## src/sv/bdps_pkg.sv

```systemverilog
package bdps_pkg;

   localparam int HOURS_PER_DAY = 24;
   localparam int HOUR_W = 5;
   localparam int DIV_N_W = 32;
   localparam int DIV_D_W = 16;
   localparam int DIV_CNT_W = 6;

   localparam logic [6:0] MIN_DOSE_RESET = 7'd10;
   localparam logic [15:0] STEPS_RESET = 16'd100;
   // x / 100 == ((x >> 2) * 687194768) >> 34 for every x below 2**31
   localparam logic [29:0] HUNDREDTH_RECIP = 30'd687194768;
   localparam int HUNDREDTH_SHIFT = 34;
   // x / 10 == (x * 52429) >> 19 for every 16-bit x
   localparam logic [15:0] TENTH_RECIP = 16'd52429;
   localparam int TENTH_SHIFT = 19;

   typedef enum logic [1:0] {
      OP_SET_HOUR = 2'd0,
      OP_TICK     = 2'd1,
      OP_ACTIVATE = 2'd2,
      OP_NONE     = 2'd3
   } opcode_type;

   typedef enum logic [0:0] {
      CSR_MIN_DOSE = 1'b0,
      CSR_STEPS    = 1'b1
   } csr_index_type;

   typedef enum logic [1:0] {
      DIV_COUNT    = 2'd0,
      DIV_INTERVAL = 2'd1,
      DIV_LIMIT    = 2'd2
   } div_sel_type;

   typedef enum logic [3:0] {
      ST_IDLE,
      ST_EXEC,
      ST_DIV_COUNT,
      ST_DIV_INTERVAL,
      ST_DIV_LIMIT,
      ST_MUL,
      ST_RECIP,
      ST_STEPS,
      ST_RESULT
   } state_type;

   typedef struct packed {
      logic [1:0]  opcode;
      logic [13:0] target_hundredths;
      logic [5:0]  minute_now;
      logic [4:0]  hour_index;
      logic        bolus_request;
      logic [13:0] bolus_hundredths;
      logic        reverse_request;
   } req_type;

   typedef struct packed {
      logic        basal_fired;
      logic [23:0] forward_steps;
      logic [12:0] backward_steps;
      logic [15:0] hour_dose_count;
      logic [15:0] delivered_hour;
      logic [31:0] delivered_total;
      logic [11:0] interval_now;
      logic [11:0] dither_limit;
      logic        basal_enabled;
   } rsp_type;

   typedef struct packed {
      logic        load_item;
      logic        exec_tick;
      logic        exec_disable;
      logic        exec_activate;
      logic        latch_product;
      logic        latch_recip;
      logic        div_start;
      div_sel_type div_sel;
      logic        take_count;
      logic        take_interval;
      logic        take_limit;
      logic        take_steps;
      logic        load_rsp;
   } cmd_type;

   typedef struct packed {
      opcode_type opcode;
      logic       set_disable;
      logic       div_busy;
      logic       rem_zero;
      logic       amount_zero;
   } status_type;

endpackage

```

## src/sv/bdps_ctrl.sv

```systemverilog
module bdps_ctrl (
   input  logic                 clock,
   input  logic                 reset,
   input  logic                 req_valid,
   output logic                 req_ready,
   output logic                 rsp_valid,
   input  logic                 rsp_ready,
   input  bdps_pkg::status_type status,
   output bdps_pkg::cmd_type    cmd
);
   import bdps_pkg::*;

   state_type state_ff, state_in;
   logic      rsp_valid_ff, rsp_valid_in;
   logic      out_free;

   assign out_free = !rsp_valid_ff || rsp_ready;

   always_comb begin
      state_in = state_ff;
      case (state_ff)
         ST_IDLE: if (req_valid) state_in = ST_EXEC;
         ST_EXEC: begin
            case (status.opcode)
               OP_SET_HOUR: state_in = status.set_disable ? ST_RESULT : ST_DIV_COUNT;
               OP_ACTIVATE: state_in = ST_MUL;
               default:     state_in = ST_RESULT;
            endcase
         end
         ST_DIV_COUNT:    if (!status.div_busy) state_in = ST_DIV_INTERVAL;
         ST_DIV_INTERVAL: begin
            if (!status.div_busy) state_in = status.rem_zero ? ST_RESULT : ST_DIV_LIMIT;
         end
         ST_DIV_LIMIT:    if (!status.div_busy) state_in = ST_RESULT;
         ST_MUL:          state_in = status.amount_zero ? ST_RESULT : ST_RECIP;
         ST_RECIP:        state_in = ST_STEPS;
         ST_STEPS:        state_in = ST_RESULT;
         ST_RESULT:       if (out_free) state_in = ST_IDLE;
         default:         state_in = ST_IDLE;
      endcase
   end

   always_comb begin
      cmd = '0;
      cmd.div_sel = DIV_COUNT;
      case (state_ff)
         ST_IDLE: cmd.load_item = req_valid;
         ST_EXEC: begin
            case (status.opcode)
               OP_SET_HOUR: begin
                  cmd.exec_disable = status.set_disable;
                  cmd.div_start    = !status.set_disable;
               end
               OP_TICK:     cmd.exec_tick     = 1'b1;
               OP_ACTIVATE: cmd.exec_activate = 1'b1;
               default:     ;
            endcase
         end
         ST_DIV_COUNT: begin
            cmd.div_sel = DIV_INTERVAL;
            if (!status.div_busy) begin
               cmd.take_count = 1'b1;
               cmd.div_start  = 1'b1;
            end
         end
         ST_DIV_INTERVAL: begin
            cmd.div_sel = DIV_LIMIT;
            if (!status.div_busy) begin
               cmd.take_interval = 1'b1;
               cmd.div_start     = !status.rem_zero;
            end
         end
         ST_DIV_LIMIT:  cmd.take_limit = !status.div_busy;
         ST_MUL:        cmd.latch_product = 1'b1;
         ST_RECIP:      cmd.latch_recip = 1'b1;
         ST_STEPS:      cmd.take_steps = 1'b1;
         ST_RESULT:     cmd.load_rsp = out_free;
         default:       ;
      endcase
   end

   always_comb begin
      rsp_valid_in = rsp_valid_ff;
      if (state_ff == ST_RESULT && out_free) begin
         rsp_valid_in = 1'b1;
      end else if (rsp_ready) begin
         rsp_valid_in = 1'b0;
      end
   end

   always_ff @(posedge clock) begin
      if (reset) begin
         state_ff     <= ST_IDLE;
         rsp_valid_ff <= 1'b0;
      end else begin
         state_ff     <= state_in;
         rsp_valid_ff <= rsp_valid_in;
      end
   end

   assign req_ready = (state_ff == ST_IDLE);
   assign rsp_valid = rsp_valid_ff;

endmodule

```

## config.mk

```make
export PLATFORM = sky130hd
export DESIGN_NAME = bdps_ctrl
export DESIGN_NICKNAME = d
export VERILOG_FILES = /design/src/sv/bdps_pkg.sv /design/src/sv/bdps_ctrl.sv
export SDC_FILE = /design/constraint.sdc
export NUM_CORES = 1
export LEC_CHECK = 0
export BUFFER_PORTS_ARGS = -buffer_cell sky130_fd_sc_hd__buf_2
export CAP_MARGIN = 20
export CELL_PAD_IN_SITES_DETAIL_PLACEMENT = 0
export CELL_PAD_IN_SITES_GLOBAL_PLACEMENT = 1
export CORE_UTILIZATION = 30
export CTS_CLUSTER_SIZE = 12
export DETAILED_ROUTE_END_ITERATION = 7
export GPL_TIMING_DRIVEN = 0
export PLACE_DENSITY_LB_ADDON = 0.15
export SYNTH_ARGS = -nofsm -noshare
export SYNTH_HDL_FRONTEND = slang
export SYNTH_SLANG_ARGS = --single-unit
```

## constraint.sdc

```tcl
create_clock -name clock -period 4.6 [get_ports clock]
set_input_delay 0.92 -clock clock [delete_from_list [all_inputs] [get_ports clock]]
set_output_delay 0.92 -clock clock [all_outputs]
set_load 0.01 [all_outputs]
```

; ---- After elaboration in Yosys (flattened, before gate mapping)
; Index checks and enable logic that the tools add are counted.
[classes]
n_eq_ne = 15
n_mux = 29
n_reduce_logical = 10
[op_table]
columns = operator, n
row1 = case mux 4 bit (9 select lines), 1
row2 = two-way mux 4 bit, 8
row3 = equality test 4 x 3 -> 1 bit (second input constant), 4
row4 = two-way mux 1 bit, 16
row5 = inequality test 2 bit (second input constant), 5
row6 = equality test 4 x 2 -> 1 bit (second input constant), 2
row7 = case mux 4 bit (2 select lines), 1
row8 = AND reduction 5 bit, 1
row9 = equality test 4 x 1 -> 1 bit (second input constant), 1
row10 = equality test 4 bit (second input constant), 1
row11 = zero test 1 bit, 4
row12 = zero test 4 bit, 1
row13 = case mux 2 bit (2 select lines), 1
row14 = two-way mux 3 bit, 1
row15 = case mux 1 bit (3 select lines), 1
row16 = equality test 2 x 1 -> 1 bit (second input constant), 1
row17 = equality test 2 bit (second input constant), 1
row18 = zero test 2 bit, 1
row19 = nonzero test 2 bit, 1
row20 = logical AND 1 bit, 1
row21 = logical OR 1 bit, 1
[totals]
register_bits = 5
inputBits = 10
out_inout_bits = 16
wordCells = 56

; ---- Depth between registers and ports, before layout
; Gate-level depths: netlist (run 1).
[depth]
word_depth = 4
depth_mapped = 5
depth_no_buf = 4

; ---- Least setup slack after synthesis (run 1)
; No wires, ideal clock.
[synth_path]
path_type = input to output
startpoint = input port status[5] (netlist bit)
endpoint = output port cmd[7] (netlist bit)
arrival_ns = 1.433
t_required_ns = 3.680
setup_slack_ns = 2.247
cell_stages = 3
path_buffers = 0
path_cell_list = inv_1 > nand2b_4 > o32ai_1
[synth_rtl]
columns = element, line
row1 = start: declaration, bdps_ctrl.sv:8  ; input bdps_pkg::status_type status,
row2 = end: declaration, bdps_ctrl.sv:9  ; output bdps_pkg::cmd_type cmd

==> results.sh, run 1 <==
export IMPL_status="completed"
export IMPL_drt_iter0_drc=7
export IMPL_hold_class="register to register"
export IMPL_r2r_end="state_ff[1]"
export IMPL_clockBufferDepth=2
export IMPL_wire_per_inst_um=12.0
export IMPL_synth_top_area_frac=0.212
export IMPL_detail_route_first_pass_iterations=4
export IMPL_avgSynthCellArea_um2=7.17
export IMPL_yosys_warnings=0
export IMPL_synth_top_family_by_area="simple AND/OR/NAND/NOR gates"
export IMPL_ctsRootBufferMaster="clkbuf_4"
export IMPL_setup_viol=0
export IMPL_grt_pass1_wl_um=2420
export IMPL_rr_worst_depth=5
export IMPL_clk_pin_slew_ns=0.04
export IMPL_critPathRequiredTime_ns=3.68
export IMPL_period_share=0.586
export IMPL_final_cell_mix="25 x buf_2, 10 x nor2_1, 8 x nand2b_1"
export IMPL_fin_nets=106
export IMPL_clk_latency_ns=0.24
export IMPL_cts_resized=0
export IMPL_synth_edf_count=0
export IMPL_layout_commonest_cell="buf_2"
export IMPL_synth_cell_types=29
export IMPL_hpwl_um=993
export IMPL_synth_seq_area_share=0.212
export IMPL_synth_seq_cells=5
export IMPL_maxSlewViolCount=0
export IMPL_grt_setup_unrepaired="no"
export IMPL_period_minus_slack_ns=2.70
export IMPL_io_pins=26
export IMPL_diodes=0
export IMPL_worst_pin_slew_ns=0.429
export IMPL_via_count=572
export IMPL_gp_congestion=0.784
export IMPL_hold_path_startpoint="rsp_valid"
export IMPL_grt_max_degree=11
export IMPL_dieWidth_um=41.7
export IMPL_port_buffers=25
export IMPL_syn_nets=76
export IMPL_cpMaxStageDelayCell="dfxtp_1"
export IMPL_post_cts_buffers=0
export IMPL_crit_chain="clkbuf_1 > nand2b_1 > nor3_1 > nor2_1 > o32ai_1 > buf_2"
export IMPL_max_freq_ghz=0.371
export IMPL_antenna_found_initial=0
export IMPL_synth_area_um2=473
export IMPL_crit_start="state_ff[1]"
export IMPL_dieArea_um2=1740
export IMPL_drive_above_1_share=0.337
export IMPL_r2r_slack_ns=2.95
export IMPL_p_seq_frac=0.313
export IMPL_regToRegStartpoint="state_ff[1]"
export IMPL_finalHoldViolations=0
export IMPL_yosys_top_cells_area="dfxtp_1 21%, nand2b_1 11%, nor2_1 7.9%"
export IMPL_endpoint="cmd[7]"
export IMPL_synth_xor_area_frac=0
export IMPL_slew_headroom=0.714
export IMPL_die_y_um=41.7
export IMPL_ant_nets=0
export IMPL_p_int_uw=108
export IMPL_synth_mux_area_frac=0
export IMPL_endpoint_kind="primary output"
export IMPL_fin_util=0.465
export IMPL_fin_ws_ns=1.90
export IMPL_critical_path_class="register to primary output"
export IMPL_synth_top_area_cell="dfxtp_1"
export IMPL_netlist_instances=66
export IMPL_synth_compound_area_frac=0.209
export IMPL_ir_worst_vdd_mv=0.117
export IMPL_grt_overflow=0
export IMPL_vias_per_cell=5.20
export IMPL_cp_max_fo=10
export IMPL_nFillCells=149
export IMPL_drt_wl_total_um=1320
export IMPL_clock_sinks=5
export IMPL_cts_tree="done"
export IMPL_drc=0
export IMPL_ctsHoldBuffers=0
export IMPL_synthFlopType="dfxtp_1"
export IMPL_synth_async_reset_ratio=0
export IMPL_rows=13
export IMPL_switchingPower_uw=52.2
export IMPL_yosys_area_share_simple=0.500
export IMPL_finClkSkew_ns=0.00390
export IMPL_synthAdderAreaFrac=0
export IMPL_grt_usage=0.173
export IMPL_power_density_nw_per_um2=249
export IMPL_core_area_um2=1380
export IMPL_area_growth_pct=36.0
export IMPL_grt_pass1_vias=546
export IMPL_switching_share=0.326
export IMPL_critPathMaxStageDelay_ns=0.41
export IMPL_clkPwrFrac=0.315
export IMPL_p_comb_frac=0.372
export IMPL_timing_max_cap_violations=0
export IMPL_arrival_ns=1.78
export IMPL_cts_buffers=3
export IMPL_place_ws_ns=2.10
export IMPL_setup_tns_ns=0
export IMPL_htree_levels=1
export IMPL_p_leak_nw=0.303
export IMPL_startpoint_type="register"
export IMPL_start_util=0.342
-- metrics by stage --
step	hold WS [ns]	total power, mW	cells	instance area (um2)
after floorplan	0.526	0.0902	66	473
after global placement	0.515	0.110	106	617
after detailed placement	0.516	0.111	106	617
after CTS	0.524	0.163	110	643
after global routing	0.558	0.175	110	643
final	0.522	0.160	110	643
-- final cells by class --
class	count	area (um2)	share of cell area
Tap cell	15	18.8	0.0292
Timing Repair Buffer	25	125	0.195
Sequential cell	5	100	0.156
Buffer	5	22.5	0.0350
Clock buffer	4	26.3	0.0409
Inverter	4	15.0	0.0233
Multi-Input combinational cell	52	335	0.521
-- power groups by stage --
stage          combinational (mW)  clock, mW  sequential (mW)
6_report                   0.0596     0.0505           0.0501
5_1_grt                    0.0673     0.0575           0.0506
4_1_cts                    0.0599     0.0528           0.0503
2_1_floorplan              0.0403          0           0.0498
3_5_place_dp               0.0596          0           0.0510
3_3_place_gp               0.0597          0           0.0506
-- worst min-delay path by stage --
stage,endpoint,slack [ns],cells past startpoint
after floorplan,rsp_valid,0.53,2
after global placement,rsp_valid,0.51,2
after detailed placement,rsp_valid,0.52,2
after CTS,rsp_valid,0.52,2
after global routing,rsp_valid,0.56,2
final,rsp_valid,0.52,2
-- routing by layer --
layer	vias to the layer above	global-route usage	wire [um]
li1	302	-	-
met1	256	0.248	662
met2	12	0.263	611
met3	2	0.0130	27
met4	0	0.0774	19
met5	-	0	0
-- kinds of logic after synthesis --
family                 count (synthesis)
AOI/OAI and AO/OA                     14
DFF                                    5
buffers and inverters                  9
and+or+nand+nor                       38
-- cell usage after synthesis (3+ instances only) --
cell type / count
nor2_1: 10
nand2b_1: 8
a21oi_1: 5
dfxtp_1: 5
clkbuf_1: 4
inv_1: 4
nor4_1: 4
nor3_1: 3
o32ai_1: 3
-- flip-flops by register name (all words and copies together) (netlist names) --
name,flops
state_ff,4
rsp_valid,1
-- critical path, delay by kind of cell, from the launching register on --
kind                   cells  cell delay, ns
AOI/OAI and AO/OA          1            0.11
and+or+nand+nor            3            0.49
DFF                        1            0.41
buffers and inverters      2            0.52
(Power assumes the default switching activity.)
==> run 2, diff against run 1 <==
--- a/config.mk
+++ b/config.mk
@@ -9,7 +9,7 @@
 export CAP_MARGIN = 20
 export CELL_PAD_IN_SITES_DETAIL_PLACEMENT = 0
 export CELL_PAD_IN_SITES_GLOBAL_PLACEMENT = 1
-export CORE_UTILIZATION = 30
+export CORE_UTILIZATION = 25
 export CTS_CLUSTER_SIZE = 12
 export DETAILED_ROUTE_END_ITERATION = 7
 export GPL_TIMING_DRIVEN = 0
==> constraint.sdc (replaced) <==
create_clock -name clock -period 2.3 [get_ports clock]
set_input_delay 0.46 -clock clock [delete_from_list [all_inputs] [get_ports clock]]
set_output_delay 0.46 -clock clock [all_outputs]
set_load 0.01 [all_outputs]
==> run 2 against run 1 <==
  * Sequential share of layout area down 0.55 points
  * Clock power up 95%
  * Routed wire length increased by 5.7%
  * Combinational power grew 110%
  * Clock skew shrank 0.0017 ns
==> results.sh, run 2 (synthesis gave the netlist of run 1 again) <==
export IMPL_status="completed"
export IMPL_r2r_end="state_ff[1]"
export IMPL_hold_class="primary input to register"
export IMPL_drt_iter0_drc=12
export IMPL_drt_wl_total_um=1400
export IMPL_ctsHoldBuffers=0
export IMPL_finalHoldViolations=0
export IMPL_largest_reg_flops=4
export IMPL_drc=0
export IMPL_area_growth_pct=41.0
export IMPL_whs_path_depth=2
export IMPL_final_cell_mix="25 x buf_2, 10 x nor2_1, 8 x nand2b_1, 5 x a21oi_1, 5 x dfxtp_1"
export IMPL_slew_headroom=0.722
export IMPL_fin_nets=106
export IMPL_arrival_ns=1.68
export IMPL_maxSlewViolCount=0
export IMPL_vias_per_cell=4.88
export IMPL_regMostFlops="state_ff"
export IMPL_endpoint_kind="primary output"
export IMPL_p_leak_nw=0.314
export IMPL_seqCellArea_um2=100
export IMPL_period_share=0.930
export IMPL_critical_path_class="register to primary output"
export IMPL_diodes=0
export IMPL_port_buffers=25
export IMPL_dieArea_um2=2070
export IMPL_startpoint_type="register"
export IMPL_antenna_found_initial=0
export IMPL_max_freq_ghz=0.468
export IMPL_io_pins=26
export IMPL_timing_max_cap_violations=0
export IMPL_grt_pass1_wl_um=2110
export IMPL_htree_levels=1
export IMPL_cts_resized=0
export IMPL_core_area_um2=1750
export IMPL_grt_setup_unrepaired="no"
export IMPL_layout_commonest_cell="buf_2"
export IMPL_hold_path_end="state_ff[0]"
export IMPL_grt_pass1_vias=479
export IMPL_regToRegStartpoint="state_ff[2]"
export IMPL_via_count=586
export IMPL_cp_max_fo=6
export IMPL_cpMaxStageDelayCell="or4b_4"
export IMPL_gp_congestion=0.730
export IMPL_crit_chain="or4b_4 > nand2b_4 > o32ai_2 > buf_2"
export IMPL_worst_pin_slew_ns=0.413
export IMPL_ir_worst_vdd_mv=0.221
export IMPL_multi_input_area_um2=343
export IMPL_drive_above_1_share=0.379
export IMPL_dieWidth_um=45.5
export IMPL_cts_buffers=3
export IMPL_post_cts_buffers=0
export IMPL_instances_no_fill=120
export IMPL_clk_latency_ns=0.23
export IMPL_grt_max_degree=11
export IMPL_rows=15
export IMPL_finClkSkew_ns=0.00219
export IMPL_detail_route_first_pass_iterations=4
export IMPL_critPathMaxStageDelay_ns=0.57
export IMPL_cp_num_buf_inv=1
export IMPL_grt_overflow=0
export IMPL_cp_top_family="simple AND/OR/NAND/NOR gates"
export IMPL_post_place_cells=116
export IMPL_clockBufferDepth=2
export IMPL_hold_ws_ns=0.432
export IMPL_wire_per_inst_um=11.6
export IMPL_grt_usage=0.144
export IMPL_setup_viol=0
export IMPL_cts_tree="done"
export IMPL_r2r_slack_ns=0.70
export IMPL_clock_sinks=5
export IMPL_critPathRequiredTime_ns=1.84
export IMPL_power_density_nw_per_um2=483
export IMPL_ant_nets=0
export IMPL_hpwl_um=1060
export IMPL_clk_pin_slew_ns=0.04
export IMPL_nFillCells=210
export IMPL_die_y_um=45.5
export IMPL_setup_tns_ns=0
export IMPL_period_minus_slack_ns=2.14
export IMPL_start_util=0.271
export IMPL_rr_worst_depth=4
export IMPL_hold_path_startpoint="reset"
export IMPL_ctsRootBufferMaster="clkbuf_4"
[run 2: cell types whose count changed in the layout (fill, tap and decap cells not counted)]
cell      previous run  this run
clkbuf_1             5         2
clkbuf_2             0         3
o32ai_1              3         2
o32ai_2              0         1
[run 2: per-stage QoR]
step / util / area (um2) / setup WS (ns) / power (mW)
after floorplan: - / 473 / 0.410 / 0.180
after global placement: 0.361 / 629 / 0.309 / 0.223
after detailed placement: 0.361 / 629 / 0.314 / 0.221
after CTS: 0.376 / 656 / 0.0627 / 0.324
after global routing: 0.382 / 667 / 0.0525 / 0.351
final: 0.382 / 667 / 0.161 / 0.322
[run 2: metal layers]
layer	vias up	GRT usage	share of wire	wire, um
met3	2	0.0238	0.052	73
met1	264	0.192	0.45	627
met5	-	0	0	0
met2	19	0.220	0.49	681
met4	0	0.0727	0.0086	12
li1	301	-	-	-
[run 2: worst reg2reg max path, cell delays in order (launching register included)]
cell	delay, ns
dfxtp_1	0.35
or4b_4	0.57
nand2b_4	0.18
o32a_1	0.28
o32ai_1	0.12
[run 2: where the power goes]
group / switching, mW / total, mW / internal (mW)
combinational: 0.0655 / 0.124 / 0.0584
clock: 0.0330 / 0.0984 / 0.0654
sequential: 0.00588 / 0.0996 / 0.0937
total: 0.104 / 0.322 / 0.218
[run 2: how the worst max path moves through the flow]
stage	start	to	slack, ns	cells past startpoint
5_1_grt	state_ff[2]	cmd[7]	0.05	4
3_3_place_gp	state_ff[1]	cmd[7]	0.31	6
4_1_cts	state_ff[1]	cmd[7]	0.06	6
6_report	state_ff[2]	cmd[7]	0.16	4
2_1_floorplan	state_ff[1]	cmd[7]	0.41	5
3_5_place_dp	state_ff[1]	cmd[7]	0.31	6
[run 2: area by class of cell]
type                            instances  share of cell area
Multi-Input combinational cell         52               0.514
Timing Repair Buffer                   25               0.188
Sequential cell                         5               0.150
Tap cell                               25              0.0469
Clock buffer                            4              0.0394
Buffer                                  5              0.0394
Inverter                                4              0.0225
==> run 3, diff against run 2 <==
--- a/config.mk
+++ b/config.mk
@@ -6,7 +6,6 @@
 export NUM_CORES = 1
 export LEC_CHECK = 0
 export BUFFER_PORTS_ARGS = -buffer_cell sky130_fd_sc_hd__buf_2
-export CAP_MARGIN = 20
 export CELL_PAD_IN_SITES_DETAIL_PLACEMENT = 0
 export CELL_PAD_IN_SITES_GLOBAL_PLACEMENT = 1
 export CORE_UTILIZATION = 25
@@ -14,6 +13,7 @@
 export DETAILED_ROUTE_END_ITERATION = 7
 export GPL_TIMING_DRIVEN = 0
 export PLACE_DENSITY_LB_ADDON = 0.15
+export REMOVE_ABC_BUFFERS = 1
 export SYNTH_ARGS = -nofsm -noshare
 export SYNTH_HDL_FRONTEND = slang
 export SYNTH_SLANG_ARGS = --single-unit
==> run 3 against run 2 <==
  * Sequential share of layout area increased by 1.3 points
  * Flip-flop and latch count unchanged
  * Non-clock buffer count decreased by 5
  * Utilization decreased by 1.7 points
  * Global-route usage increased by 0.50 points
  * Final cell count decreased by 4.2%
  * Worst setup slack got worse by 0.11 ns
  * Count of clock-buffer cells in the layout unchanged
  * Largest cell class unchanged
  * Cell area decreased by 4.5%
  * Clock power increased by 7%
==> results.sh, run 3 (synthesis gave the netlist of run 1 again) <==
export IMPL_status="completed"
export IMPL_startpoint_type="register"
export IMPL_p_leak_nw=0.294
export IMPL_core_area_um2=1750
export IMPL_worst_pin_slew_ns=0.396
export IMPL_io_pins=26
export IMPL_dieArea_um2=2070
export IMPL_largest_reg_flops=4
export IMPL_timing_max_cap_violations=0
export IMPL_post_cts_buffers=0
export IMPL_ctsHoldBuffers=0
export IMPL_cp_num_buf_inv=1
export IMPL_post_place_cells=111
export IMPL_drive_above_1_share=0.378
export IMPL_grt_usage=0.149
export IMPL_gp_congestion=0.738
export IMPL_period_share=0.978
export IMPL_switching_share=0.331
export IMPL_critPathRequiredTime_ns=1.84
export IMPL_setup_viol=0
export IMPL_arrival_ns=1.79
export IMPL_fin_nets=101
export IMPL_grt_setup_unrepaired="no"
export IMPL_period_minus_slack_ns=2.25
export IMPL_via_count=542
export IMPL_cp_top_family="simple AND/OR/NAND/NOR gates"
export IMPL_switchingPower_uw=106
export IMPL_power_density_nw_per_um2=502
export IMPL_hold_class="primary input to register"
export IMPL_ant_nets=0
export IMPL_vias_per_cell=4.71
export IMPL_setup_tns_ns=0
export IMPL_wire_per_inst_um=11.3
export IMPL_cpMaxStageDelayCell="or4b_4"
export IMPL_antenna_found_initial=0
export IMPL_p_comb_frac=0.318
export IMPL_endpoint_kind="primary output"
export IMPL_cts_tree="done"
export IMPL_grt_max_degree=16
export IMPL_nFillCells=202
export IMPL_regMostFlops="state_ff"
export IMPL_final_area_um2=637
export IMPL_maxSlewViolCount=0
export IMPL_critical_path_class="register to primary output"
export IMPL_clock_sinks=5
export IMPL_drt_iter0_drc=14
export IMPL_finalHoldViolations=0
export IMPL_max_freq_ghz=0.445
export IMPL_slew_headroom=0.734
export IMPL_crit_chain="or4b_4 > nand2b_4 > o32ai_1 > buf_2"
export IMPL_start_util=0.271
export IMPL_drc=0
export IMPL_layout_commonest_cell="buf_2"
export IMPL_hpwl_um=957
export IMPL_critPathMaxStageDelay_ns=0.57
export IMPL_p_seq_frac=0.354
export IMPL_die_y_um=45.5
export IMPL_clockBufferDepth=2
export IMPL_hold_ws_ns=0.424
export IMPL_grt_overflow=0
export IMPL_drt_wl_total_um=1290
export IMPL_final_cell_mix="25 x buf_2, 10 x nor2_1, 8 x nand2b_1, 5 x a21oi_1"
export IMPL_htree_levels=1
export IMPL_instances_no_fill=115
export IMPL_port_buffers=25
export IMPL_diodes=0
export IMPL_detail_route_first_pass_iterations=4
export IMPL_cp_max_fo=15
export IMPL_clk_pin_slew_ns=0.04
export IMPL_finClkSkew_ns=0.000534
export IMPL_fin_util=0.365
export IMPL_p_int_uw=214
export IMPL_seqCellArea_um2=104
export IMPL_area_growth_pct=34.7
export IMPL_post_dp_cell_area_um2=607
export IMPL_multi_input_area_um2=335
export IMPL_grt_pass1_wl_um=2210
export IMPL_rows=15
export IMPL_clkPwrFrac=0.328
export IMPL_ir_worst_vdd_mv=0.265
export IMPL_clk_latency_ns=0.25
export IMPL_grt_pass1_vias=502
export IMPL_cts_buffers=3
export IMPL_ctsRootBufferMaster="clkbuf_4"
export IMPL_dieWidth_um=45.5
## run 3: per-stage QoR
step,setup slack [ns],power (mW)
final,0.0515,0.320
after global routing,0.00580,0.341
after CTS,0.00267,0.322
after detailed placement,0.224,0.215
after global placement,0.207,0.218
after floorplan,0.360,0.176
## run 3: path summary, 6_finish.rpt
kind	startpoint	depth (start not counted)	to	slack, ns
worst max register to register	state_ff[2]	4	state_ff[1]	0.68
worst min-delay path	reset	2	state_ff[0]	0.42
worst min register to register	rsp_valid	2	rsp_valid	0.52
worst max-delay path	state_ff[2]	4	cmd[7]	0.05
## run 3: timing repair
item,in CTS,in global routing
gates resized for setup,2,1
hold endpoints to repair,0,0
endpoints found under the setup margin,1,2
## run 3: routing by layer
| metal | vias up | share of wire | global-route usage |
|---|---|---|---|
| met2 | 19 | 0.47 | 0.229 |
| li1 | 289 | - | - |
| met3 | 2 | 0.060 | 0.0595 |
| met4 | 0 | 0.0093 | 0.0545 |
| met1 | 232 | 0.46 | 0.186 |
| met5 | - | 0 | 0 |
## run 3: worst register-to-register path, cell delays in order, from the launching register on
cell	delay, ns
dfxtp_2	0.39
or4b_4	0.57
nand2b_4	0.17
o32a_1	0.29
o32ai_1	0.11
## run 3: cell type report
| type | count | area share |
|---|---|---|
| multi-input cells | 52 | 0.527 |
| repair buffers | 25 | 0.196 |
| flip-flops and latches | 5 | 0.163 |
| well taps | 25 | 0.0491 |
| clock buffers | 4 | 0.0413 |
| inverters | 4 | 0.0236 |
## run 3: power by group through the flow
stage / clock (mW) / combinational, mW / sequential, mW
after global placement: 0 / 0.103 / 0.115
after CTS: 0.107 / 0.102 / 0.113
final: 0.105 / 0.102 / 0.113
after detailed placement: 0 / 0.101 / 0.113
after floorplan: 0 / 0.0674 / 0.108
after global routing: 0.112 / 0.113 / 0.115
